===== src/sv/wkat_pkg.sv =====
`timescale 1ns / 1ps
// Shared types and constants for the white key alpha tint block.
// Used by every module of the block; depends on nothing else.
package wkat_pkg;

  localparam int unsigned ChanW   = 8;
  localparam int unsigned SumW    = 10;
  localparam int unsigned GainW   = 24;
  localparam int unsigned WeightW = 11;
  localparam int unsigned CfgIdxW = 3;
  localparam int unsigned CfgDataW = 24;
  localparam int unsigned RampProdW = SumW + GainW;
  localparam int unsigned RampShift = 16;
  localparam int unsigned BlendW = ChanW + WeightW;

  localparam logic [WeightW-1:0] WeightOne = 11'd1024;

  localparam logic [ChanW-1:0]    HardBrightRst = 8'd235;
  localparam logic [ChanW-1:0]    SoftBrightRst = 8'd215;
  localparam logic [ChanW-1:0]    HardSatRst    = 8'd20;
  localparam logic [ChanW-1:0]    SoftSatRst    = 8'd30;
  localparam logic [GainW-1:0]    RampGainRst   = 24'd278528;
  localparam logic [GainW-1:0]    TintColorRst  = 24'h7B73AD;
  localparam logic [WeightW-1:0]  TintWeightRst = 11'd82;

  typedef enum logic [CfgIdxW-1:0] {
    REG_HARD_BRIGHTNESS = 3'd0,
    REG_SOFT_BRIGHTNESS = 3'd1,
    REG_HARD_SATURATION = 3'd2,
    REG_SOFT_SATURATION = 3'd3,
    REG_RAMP_GAIN       = 3'd4,
    REG_TINT_COLOR      = 3'd5,
    REG_TINT_WEIGHT     = 3'd6
  } cfg_index_t;

  typedef struct packed {
    logic [ChanW-1:0]   hard_brightness;
    logic [ChanW-1:0]   soft_brightness;
    logic [ChanW-1:0]   hard_saturation;
    logic [ChanW-1:0]   soft_saturation;
    logic [GainW-1:0]   ramp_gain;
    logic [GainW-1:0]   tint_color;
    logic [WeightW-1:0] tint_weight;
  } cfg_t;

  typedef enum logic [1:0] {
    ALPHA_CLEAR,
    ALPHA_RAMP,
    ALPHA_OPAQUE
  } alpha_mode_t;

endpackage


===== src/sv/wkat_cfg_regs.sv =====
`timescale 1ns / 1ps
// Configuration register file of the white key alpha tint block.
// Depends on wkat_pkg for the register layout and reset values.
module wkat_cfg_regs import wkat_pkg::*; (
  input  logic                clk,
  input  logic                rst,
  input  logic                cfg_write,
  input  logic [CfgIdxW-1:0]  cfg_index,
  input  logic [CfgDataW-1:0] cfg_data,
  output cfg_t                cfg
);

  always_ff @(posedge clk) begin
    if (rst) begin
      cfg.hard_brightness <= HardBrightRst;
      cfg.soft_brightness <= SoftBrightRst;
      cfg.hard_saturation <= HardSatRst;
      cfg.soft_saturation <= SoftSatRst;
      cfg.ramp_gain       <= RampGainRst;
      cfg.tint_color      <= TintColorRst;
      cfg.tint_weight     <= TintWeightRst;
    end else if (cfg_write) begin
      unique case (cfg_index)
        REG_HARD_BRIGHTNESS: cfg.hard_brightness <= cfg_data[ChanW-1:0];
        REG_SOFT_BRIGHTNESS: cfg.soft_brightness <= cfg_data[ChanW-1:0];
        REG_HARD_SATURATION: cfg.hard_saturation <= cfg_data[ChanW-1:0];
        REG_SOFT_SATURATION: cfg.soft_saturation <= cfg_data[ChanW-1:0];
        REG_RAMP_GAIN:       cfg.ramp_gain       <= cfg_data[GainW-1:0];
        REG_TINT_COLOR:      cfg.tint_color      <= cfg_data[GainW-1:0];
        REG_TINT_WEIGHT:     cfg.tint_weight     <= cfg_data[WeightW-1:0];
        default: ;
      endcase
    end
  end

endmodule


===== src/sv/wkat_key.sv =====
`timescale 1ns / 1ps
// Alpha path: brightness and saturation test, ramp multiply and clamp.
// Purely combinational; the top registers its input and its result.
// Depends on wkat_pkg.
module wkat_key import wkat_pkg::*; (
  input  cfg_t             cfg,
  input  logic [ChanW-1:0] red,
  input  logic [ChanW-1:0] green,
  input  logic [ChanW-1:0] blue,
  output logic [ChanW-1:0] alpha
);

  logic [SumW-1:0]      sum;
  logic [ChanW-1:0]     max_c;
  logic [ChanW-1:0]     min_c;
  logic [ChanW-1:0]     sat;
  logic [SumW-1:0]      hard_top;
  logic [SumW-1:0]      soft_top;
  alpha_mode_t          mode;
  logic [SumW-1:0]      diff;
  logic [RampProdW-1:0] prod;
  logic [RampProdW-RampShift-1:0] ramp;

  always_comb begin
    sum = SumW'(red) + SumW'(green) + SumW'(blue);
    max_c = red;
    min_c = red;
    if (green > max_c) max_c = green;
    if (blue > max_c)  max_c = blue;
    if (green < min_c) min_c = green;
    if (blue < min_c)  min_c = blue;
    sat = max_c - min_c;
    hard_top = SumW'(cfg.hard_brightness) * SumW'(3);
    soft_top = SumW'(cfg.soft_brightness) * SumW'(3);
    // A ramp case at or above the hard threshold would go negative: clear it.
    priority if (sum > hard_top && sat < cfg.hard_saturation) begin
      mode = ALPHA_CLEAR;
    end else if (sum > soft_top && sat < cfg.soft_saturation) begin
      mode = (sum >= hard_top) ? ALPHA_CLEAR : ALPHA_RAMP;
    end else begin
      mode = ALPHA_OPAQUE;
    end
  end

  assign diff = hard_top - sum;
  assign prod = RampProdW'(diff) * RampProdW'(cfg.ramp_gain);
  assign ramp = prod[RampProdW-1:RampShift];

  always_comb begin
    unique case (mode)
      ALPHA_CLEAR:  alpha = '0;
      ALPHA_RAMP:   alpha = (ramp > (RampProdW-RampShift)'(8'hFF)) ? 8'hFF
                                                                   : ramp[ChanW-1:0];
      ALPHA_OPAQUE: alpha = 8'hFF;
      default:      alpha = 8'hFF;
    endcase
  end

endmodule


===== src/sv/wkat_tint.sv =====
`timescale 1ns / 1ps
// Color path: blends each channel toward the tint color.
// Purely combinational. Depends on wkat_pkg.
module wkat_tint import wkat_pkg::*; (
  input  cfg_t             cfg,
  input  logic [ChanW-1:0] red,
  input  logic [ChanW-1:0] green,
  input  logic [ChanW-1:0] blue,
  output logic [ChanW-1:0] red_t,
  output logic [ChanW-1:0] green_t,
  output logic [ChanW-1:0] blue_t
);

  logic [WeightW-1:0] w;
  logic [WeightW-1:0] w_inv;

  function automatic logic [ChanW-1:0] blend(input logic [ChanW-1:0]   c,
                                             input logic [ChanW-1:0]   t,
                                             input logic [WeightW-1:0] wc,
                                             input logic [WeightW-1:0] wt);
    logic [BlendW-1:0] acc;
    acc = BlendW'(c) * BlendW'(wc) + BlendW'(t) * BlendW'(wt);
    return acc[ChanW+9:10];
  endfunction

  assign w     = (cfg.tint_weight > WeightOne) ? WeightOne : cfg.tint_weight;
  assign w_inv = WeightOne - w;

  assign red_t   = blend(red,   cfg.tint_color[23:16], w_inv, w);
  assign green_t = blend(green, cfg.tint_color[15:8],  w_inv, w);
  assign blue_t  = blend(blue,  cfg.tint_color[7:0],   w_inv, w);

endmodule


===== src/sv/white_key_alpha_tint.sv =====
`timescale 1ns / 1ps
// White key with soft alpha ramp and color tint, top level.
// Instantiates wkat_cfg_regs, wkat_key and wkat_tint; depends on wkat_pkg.
//
// Usage:
//   A pixel transfer happens at a rising edge with start high and busy low.
//   busy is always low, so one pixel can be taken every cycle.
//   Each pixel yields one RGBA result on red_out, green_out, blue_out and
//   alpha_out, marked by done for exactly one cycle. done and the result
//   are registered together after the input register, with the key and
//   blend logic between the two, and the throughput is one pixel per
//   cycle, since every pixel passes the combinational logic without a stall.
//   The receiver cannot stall; every result must be taken as it appears.
//   Registers are written through cfg_write, cfg_index and cfg_data in the
//   cycle that cfg_write is high; unknown indexes are ignored. Write them
//   only while no pixel is in flight.
//   Synchronous reset rst empties the pipeline and loads the register
//   defaults.
module white_key_alpha_tint import wkat_pkg::*; (
  input  logic                clk,
  input  logic                rst,
  input  logic                start,
  output logic                busy,
  input  logic [ChanW-1:0]    red_in,
  input  logic [ChanW-1:0]    green_in,
  input  logic [ChanW-1:0]    blue_in,
  output logic                done,
  output logic [ChanW-1:0]    red_out,
  output logic [ChanW-1:0]    green_out,
  output logic [ChanW-1:0]    blue_out,
  output logic [ChanW-1:0]    alpha_out,
  input  logic                cfg_write,
  input  logic [CfgIdxW-1:0]  cfg_index,
  input  logic [CfgDataW-1:0] cfg_data
);

  cfg_t             cfg;
  logic [ChanW-1:0] red_q, green_q, blue_q;
  logic             valid_q;
  logic [ChanW-1:0] alpha_b;
  logic [ChanW-1:0] red_b, green_b, blue_b;

  assign busy = 1'b0;

  wkat_cfg_regs u_cfg (
    .clk       (clk),
    .rst       (rst),
    .cfg_write (cfg_write),
    .cfg_index (cfg_index),
    .cfg_data  (cfg_data),
    .cfg       (cfg)
  );

  always_ff @(posedge clk) begin
    if (rst) begin
      valid_q <= 1'b0;
      done    <= 1'b0;
    end else begin
      valid_q <= start & ~busy;
      done    <= valid_q;
    end
  end

  always_ff @(posedge clk) begin
    red_q     <= red_in;
    green_q   <= green_in;
    blue_q    <= blue_in;
    red_out   <= red_b;
    green_out <= green_b;
    blue_out  <= blue_b;
    alpha_out <= alpha_b;
  end

  wkat_key u_key (
    .cfg   (cfg),
    .red   (red_q),
    .green (green_q),
    .blue  (blue_q),
    .alpha (alpha_b)
  );

  wkat_tint u_tint (
    .cfg     (cfg),
    .red     (red_q),
    .green   (green_q),
    .blue    (blue_q),
    .red_t   (red_b),
    .green_t (green_b),
    .blue_t  (blue_b)
  );

endmodule


===== config.mk =====
export PLATFORM = sky130hd
export DESIGN_NAME = white_key_alpha_tint
export DESIGN_NICKNAME = d
export VERILOG_FILES = /design/src/sv/wkat_pkg.sv /design/src/sv/wkat_cfg_regs.sv /design/src/sv/wkat_key.sv /design/src/sv/wkat_tint.sv /design/src/sv/white_key_alpha_tint.sv
export SDC_FILE = /design/constraint.sdc
export NUM_CORES = 2
export LEC_CHECK = 0
export BUFFER_PORTS_ARGS = -buffer_cell sky130_fd_sc_hd__buf_2
export CAP_MARGIN = 20
export CELL_PAD_IN_SITES_DETAIL_PLACEMENT = 1
export CELL_PAD_IN_SITES_GLOBAL_PLACEMENT = 1
export CORE_UTILIZATION = 55
export CTS_CLUSTER_SIZE = 24
export DETAILED_ROUTE_END_ITERATION = 6
export PLACE_DENSITY_LB_ADDON = 0.1
export SKIP_LAST_GASP = 1
export SLEW_MARGIN = 10
export SYNTH_ARGS = -nofsm -noshare
export SYNTH_HDL_FRONTEND = slang
export SYNTH_SLANG_ARGS = --single-unit

===== constraint.sdc =====
create_clock -name clk -period 16.55 [get_ports clk]
set_clock_uncertainty 0.15 [all_clocks]
set_input_delay 3.31 -clock clk [delete_from_list [all_inputs] [get_ports clk]]
set_output_delay 3.31 -clock clk [all_outputs]
set_load 0.005 [all_outputs]

# Word level (Yosys, flattened, before mapping)
# Cells that the tools add are included.
# Widths: inputs -> output; s select.
# word_totals
register_bits	149
input_bits	55
output_inout_bits	34
word_cells	72
# classes
n_addsub	8
mul	9
n_lt_le_gt_ge	11
eq_ne	7
muxes	10
reduce_logical	11
# op_table
op	count
$mul 8x11->18	6
$add 18x18->18	3
$mux 8	5
$mul 10x24->34	1
$lt 8x8->1	4
$gt 10x10->1	2
$mul 8x2->10 const B	2
$gt 18x8->1 const B	1
$gt 8x8->1	2
$pmux 8 s2	1
$reduce_and 2->1	7
$gt 11x11->1 const B	1
$mux 11	1
$sub 11x11->11 const A	1
$add 10x8->10	1
$ge 10x10->1	1
$sub 10x10->10	1
$add 8x8->9	1
$eq 3x3->1 const B	3
$sub 8x8->8	1
$eq 3x2->1 const B	2
$mux 2	2
$eq 3x1->1 const B	1
$logic_not 3->1	1
other kinds (4)	5

# Logic depth before layout (Yosys ltp)
# logic_depth
ltp_word	11
ltp_mapped	42
depth_no_buf	40

# Cells and area by module
# A second synthesis with hierarchy kept.
# unflattened
hier_cells	3720
hier_area_um2	32640.1
# modules_own_cells
module	n_inst	cells_each	area_each_um2	seq_area_each_um2
wkat_tint	1	1903	16634.7	0.0
wkat_key	1	1404	11175.7	0.0
wkat_cfg_regs	1	351	3644.7	1821.7
white_key_alpha_tint	1	62	1184.9	1161.1

# Worst setup path before layout
# OpenSTA, ideal clock, no wires.
# synth_path
path_kind	register -> register
startpoint	register green_q[1]
endpoint	register alpha_out[6]
setup_ns	0.137
t_arrival_ns	8.850
required_time_ns	16.263
setup_slack_ns	7.413
stages_incl_launch_ff	37
path_buffers	3
synth_period_minus_slack_ns	9.137
path_cell_list	dfxtp_1 clkbuf_1 inv_1 fa_1 inv_1 fa_1 a21oi_1 nor2_1 nor2_1 o21bai_1 a21oi_1 o21bai_1 a21oi_1 xnor2_1 ha_1 clkbuf_1 o21ai_0 clkbuf_1 o31ai_1 fa_1 fa_1 fa_1 inv_1 fa_1 inv_1 fa_1 inv_1 ha_1 and3_1 a2111oi_0 o21ai_1 and3_4 a2111oi_4 xor2_1 nand4_1 nor4_4 a31oi_1
# synth_between
elab_chain_cells	11
elab_cells_between_ends	28
cone_classes	add/sub (4); mul (1); order compare (10); eq/ne (1); mux (9); reduce/logical (3)
# synth_lines
item	line_no	rtl
start, declared	white_key_alpha_tint.sv:38	logic [ChanW-1:0] red_q, green_q, blue_q;
start signal, assigned	white_key_alpha_tint.sv:66	green_q <= green_in;
parallel branches: the longest is 10 deep, another holds $mul 10x24->34	--	
$pmux 8 s2 *	wkat_key.sv:50	unique case (mode)
via alpha_b[6]	white_key_alpha_tint.sv:40	logic [ChanW-1:0] alpha_b;
end signal, assigned	white_key_alpha_tint.sv:71	alpha_out <= alpha_b;
end, declared	white_key_alpha_tint.sv:31	output logic [ChanW-1:0] alpha_out,
# Mark *: on every way through the listed nets, which the timed path passes.
# A chain may end at the register's enable or synchronous reset.

# Worst setup path after layout
# layout_path
startpoint	register red_q[0]
endpoint	register alpha_out[0]
# layout_between
elab_chain_cells	11
elab_cells_between_ends	28
cone_classes	add/sub (4); mul (1); order compare (10); eq/ne (1); mux (9); reduce/logical (3)
# layout_lines
item	line_no	rtl
start, declared	white_key_alpha_tint.sv:38	
start signal, assigned	white_key_alpha_tint.sv:65	red_q <= red_in;
parallel branches: the longest is 10 deep, another holds $mul 10x24->34	--	
$pmux 8 s2 *	wkat_key.sv:50	
via alpha_b[0]	white_key_alpha_tint.sv:40	
# Marks and branches as above.

==> results.yml <==
run_status:
  status: "complete, no violations"
route:
  via_count: 25300
  routed_wl_um: 101000
  ant_nets: 0
  drt-initial-drc-count: 1601
  drc: 0
  dr.pass1.iters: 7
  via_per_inst: 5.71
  wl_per_cell_um: 22.8
setup_path:
  crit_fanout: 19
  crit_arrival_ns: 10.75
  slowest_stage: "dfxtp_1"
  path_class: "flop to flop"
  required_ns: 16.76
  critPathCaptureType: "flop"
  cp-start-kind: "flop"
  crit_path_max_incr_delay_ns: 0.74
clock_network:
  cts_buffers: 17
  clk_pin_slew_ns: 0.08
  cts_max_level: 4
  holdBufCountCts: 0
  post_cts_buffers: 0
  cts_tree: "done"
  clk_latency_ns: 0.52
  clock_sinks: 149
  root_buffer: "clkbuf_16"
  ctsResizeCount: 0
  max-clock-path-buffers: 2
sta:
  fin_setup_tns_ns: 0
  rsz0062_at_grt: "no"
  worstMarginPinSlew_ns: 1.19
  finalHoldViolations: 0
  drv_slew: 0
  finalCriticalPeriod_ns: 10.54
  max_freq_ghz: 0.0949
  finalSetupViolations: 0
  max_slew_margin_pct: 20.9
  min_period_over_period_pct: 63.7
  worst_slack_ns: 6.01
die:
  start_util_pct: 55.9
  row_count: 87
  die_h_um: 242
  coreArea_mm2: 0.0567
  fp.dieArea_mm2: 0.0586
  ios: 89
  die_w_um: 242
global_routing:
  grt_overflow: 0
  track_usage_pct: 36.0
  met3_usage_pct: 6.26
  antenna_found_initial: 4
  met2_usage_pct: 60.4
  grt_pass1_wl_um: 162000
  grt_start_max_net_pins: 94
  busiest_layer: "met2"
  grt_pass1_vias: 29300
  use_met1_pct: 46.0
synthesis:
  netlist-cell-type-count: 70
  ys_warn_count: 0
  synth_seq_cells: 149
  postSynthCellCount: 3695
  syn_nets: 4677
  syn-cell-area_mm2: 0.0317
  synth_top_cell_by_area: "fa_1"
  ys_seq_area_share_pct: 9.41
  yosys.area.top_type_share_pct: 36.7
  syn_area_per_cell_um2: 8.58
  async_flop_share_pct: 0
  synth_edf_count: 0
  ys_dominant_reg_cell: "dfxtp_1"
  yosys-top-cells-area: "fa_1 (37%), ha_1 (14%), dfxtp_1 (9.4%), inv_1 (9.2%), nand2_1 (6.8%)"
final_layout:
  drive_gt1_share_pct: 5.19
  fillers: 6775
  regArea_mm2: 0.00298
  final_nets: 4646
  multi_input_area_mm2: 0.0252
  syn2layout_area_growth_pct: 5.37
  fin_cells: 4437
  stdcell_area_mm2: 0.0334
place:
  gp_congestion: 0.951
  place_hpwl_um: 80700
  place_area_mm2: 0.0328
  post-place-ws_ns: 6.20
  io_buffers: 87
  place_inst: 4401
job:
  drv_cap: 0
hold_path:
  hold_path_class: "flop to flop"
pwr:
  p_leak_nw: 16.9
  p_per_area_mw_per_mm2: 173
  vdd_drop_max_mv: 0.413
==> cell families (layout without fill, tap and decap cells) <==
logic type,after synthesis,after routing,synth area share (%)
multiplexers,15,15,0.481
AND/OR/NAND/NOR,1191,1191,18.1
other,1,5,0.0118
XOR/XNOR,107,107,2.96
buffers and inverters,952,934,11.4
adder cells (fa/ha/maj),927,927,50.3
AO/OA/AOI/OAI,353,353,7.32
flip-flops,149,149,9.41
==> metrics by stage <==
stage	power, W	hold slack, ns	util, %
final	0.00580	0.310	58.9
after detailed placement	0.00531	0.303	57.8
after CTS	0.00581	0.314	58.9
after global placement	0.00504	0.270	57.8
after floorplan	0.00396	0.264	-
after global routing	0.00641	0.322	58.9
==> critical path, delay by kind of cell, from the launching register on <==
| family | cells | cell delay, ns |
|---|---|---|
| fa+ha+maj | 10 | 4.15 |
| simple gates | 4 | 1.03 |
| flops | 1 | 0.74 |
| buf+inv | 6 | 0.36 |
| compound gates | 13 | 3.57 |
| xor+xnor | 2 | 0.36 |
==> flip-flops by register name, summed over array words and instances (netlist names) <==
| register | flops |
|---|---|
| u_cfg.cfg | 91 |
| green_q | 8 |
| blue_q | 8 |
| done | 1 |
| red_q | 8 |
| green_out | 8 |
| valid_q | 1 |
| alpha_out | 8 |
| blue_out | 8 |
| red_out | 8 |
==> Yosys cell counts, drive strengths merged (2+ instances only) <==
cell and n:
nand4 12, nor3 38, inv 777, a21oi 132
o2111ai 3, a21o 36, nand3 20, fa 581
clkbuf 167, or3 8, a211o 16, mux2 2
nand2b 48, o31a 11, a31oi 21, o21bai 19
buf 8, nor2 113, o21a 17, o21ai 40
o211ai 6, nor4 5, mux2i 13, xor2 34
a311oi 2, nor2b 33, nand2 571, a41o 4
xnor2 73, a21boi 6, a2111oi 8, and3 12
a211oi 7, nand3b 33, and2 292, or2 2
o22ai 3, ha 346, o31ai 13, o211a 2
dfxtp 149
==> final cells by class <==
type	count	share of cell area, %
tap	756	2.83
sequential	149	8.93
clock buffer	17	1.27
inverter	777	8.73
timing repair buffer	125	2.16
antenna	4	0.0300
multi-input combinational	2594	75.5
clock inverter	15	0.588
==> placed cells by master (no fill, tap or decap), types with 33 or more instances in the layout <==
cell	netlist	routed
a21oi_1	130	130
inv_1	777	777
xnor2_1	73	69
nand3b_1	33	33
nand2_1	571	571
fa_1	581	581
ha_1	346	346
a21o_1	35	35
buf_4	3	38
nor3_1	37	36
and2_1	292	292
buf_2	2	87
nand2b_1	48	48
dfxtp_1	149	148
nor2_1	113	110
xor2_1	34	33
==> routing by layer <==
layer / vias up / wire length [um]
met5: - / 21
met1: 13200 / 41600
met4: 4 / 4180
met2: 808 / 48500
li1: 11100 / -
met3: 228 / 6930
==> worst paths after layout <==
kind / from / endpoint / slack [ns] / cells past startpoint
worst min-delay path: valid_q / done / 0.31 / 1
worst max-delay path: red_q[0] / alpha_out[0] / 6.01 / 35
worst max register to register: red_q[0] / alpha_out[0] / 6.01 / 35
worst min register to register: valid_q / done / 0.31 / 1
==> where the power goes <==
group          switching [W]  leakage [nW]  total, W  internal, W
clock               0.000233         0.299  0.000440     0.000206
combinational        0.00292          15.4   0.00487      0.00195
sequential         0.0000391          1.23  0.000485     0.000446
No activity file was read; power rests on OpenSTA's default activity.
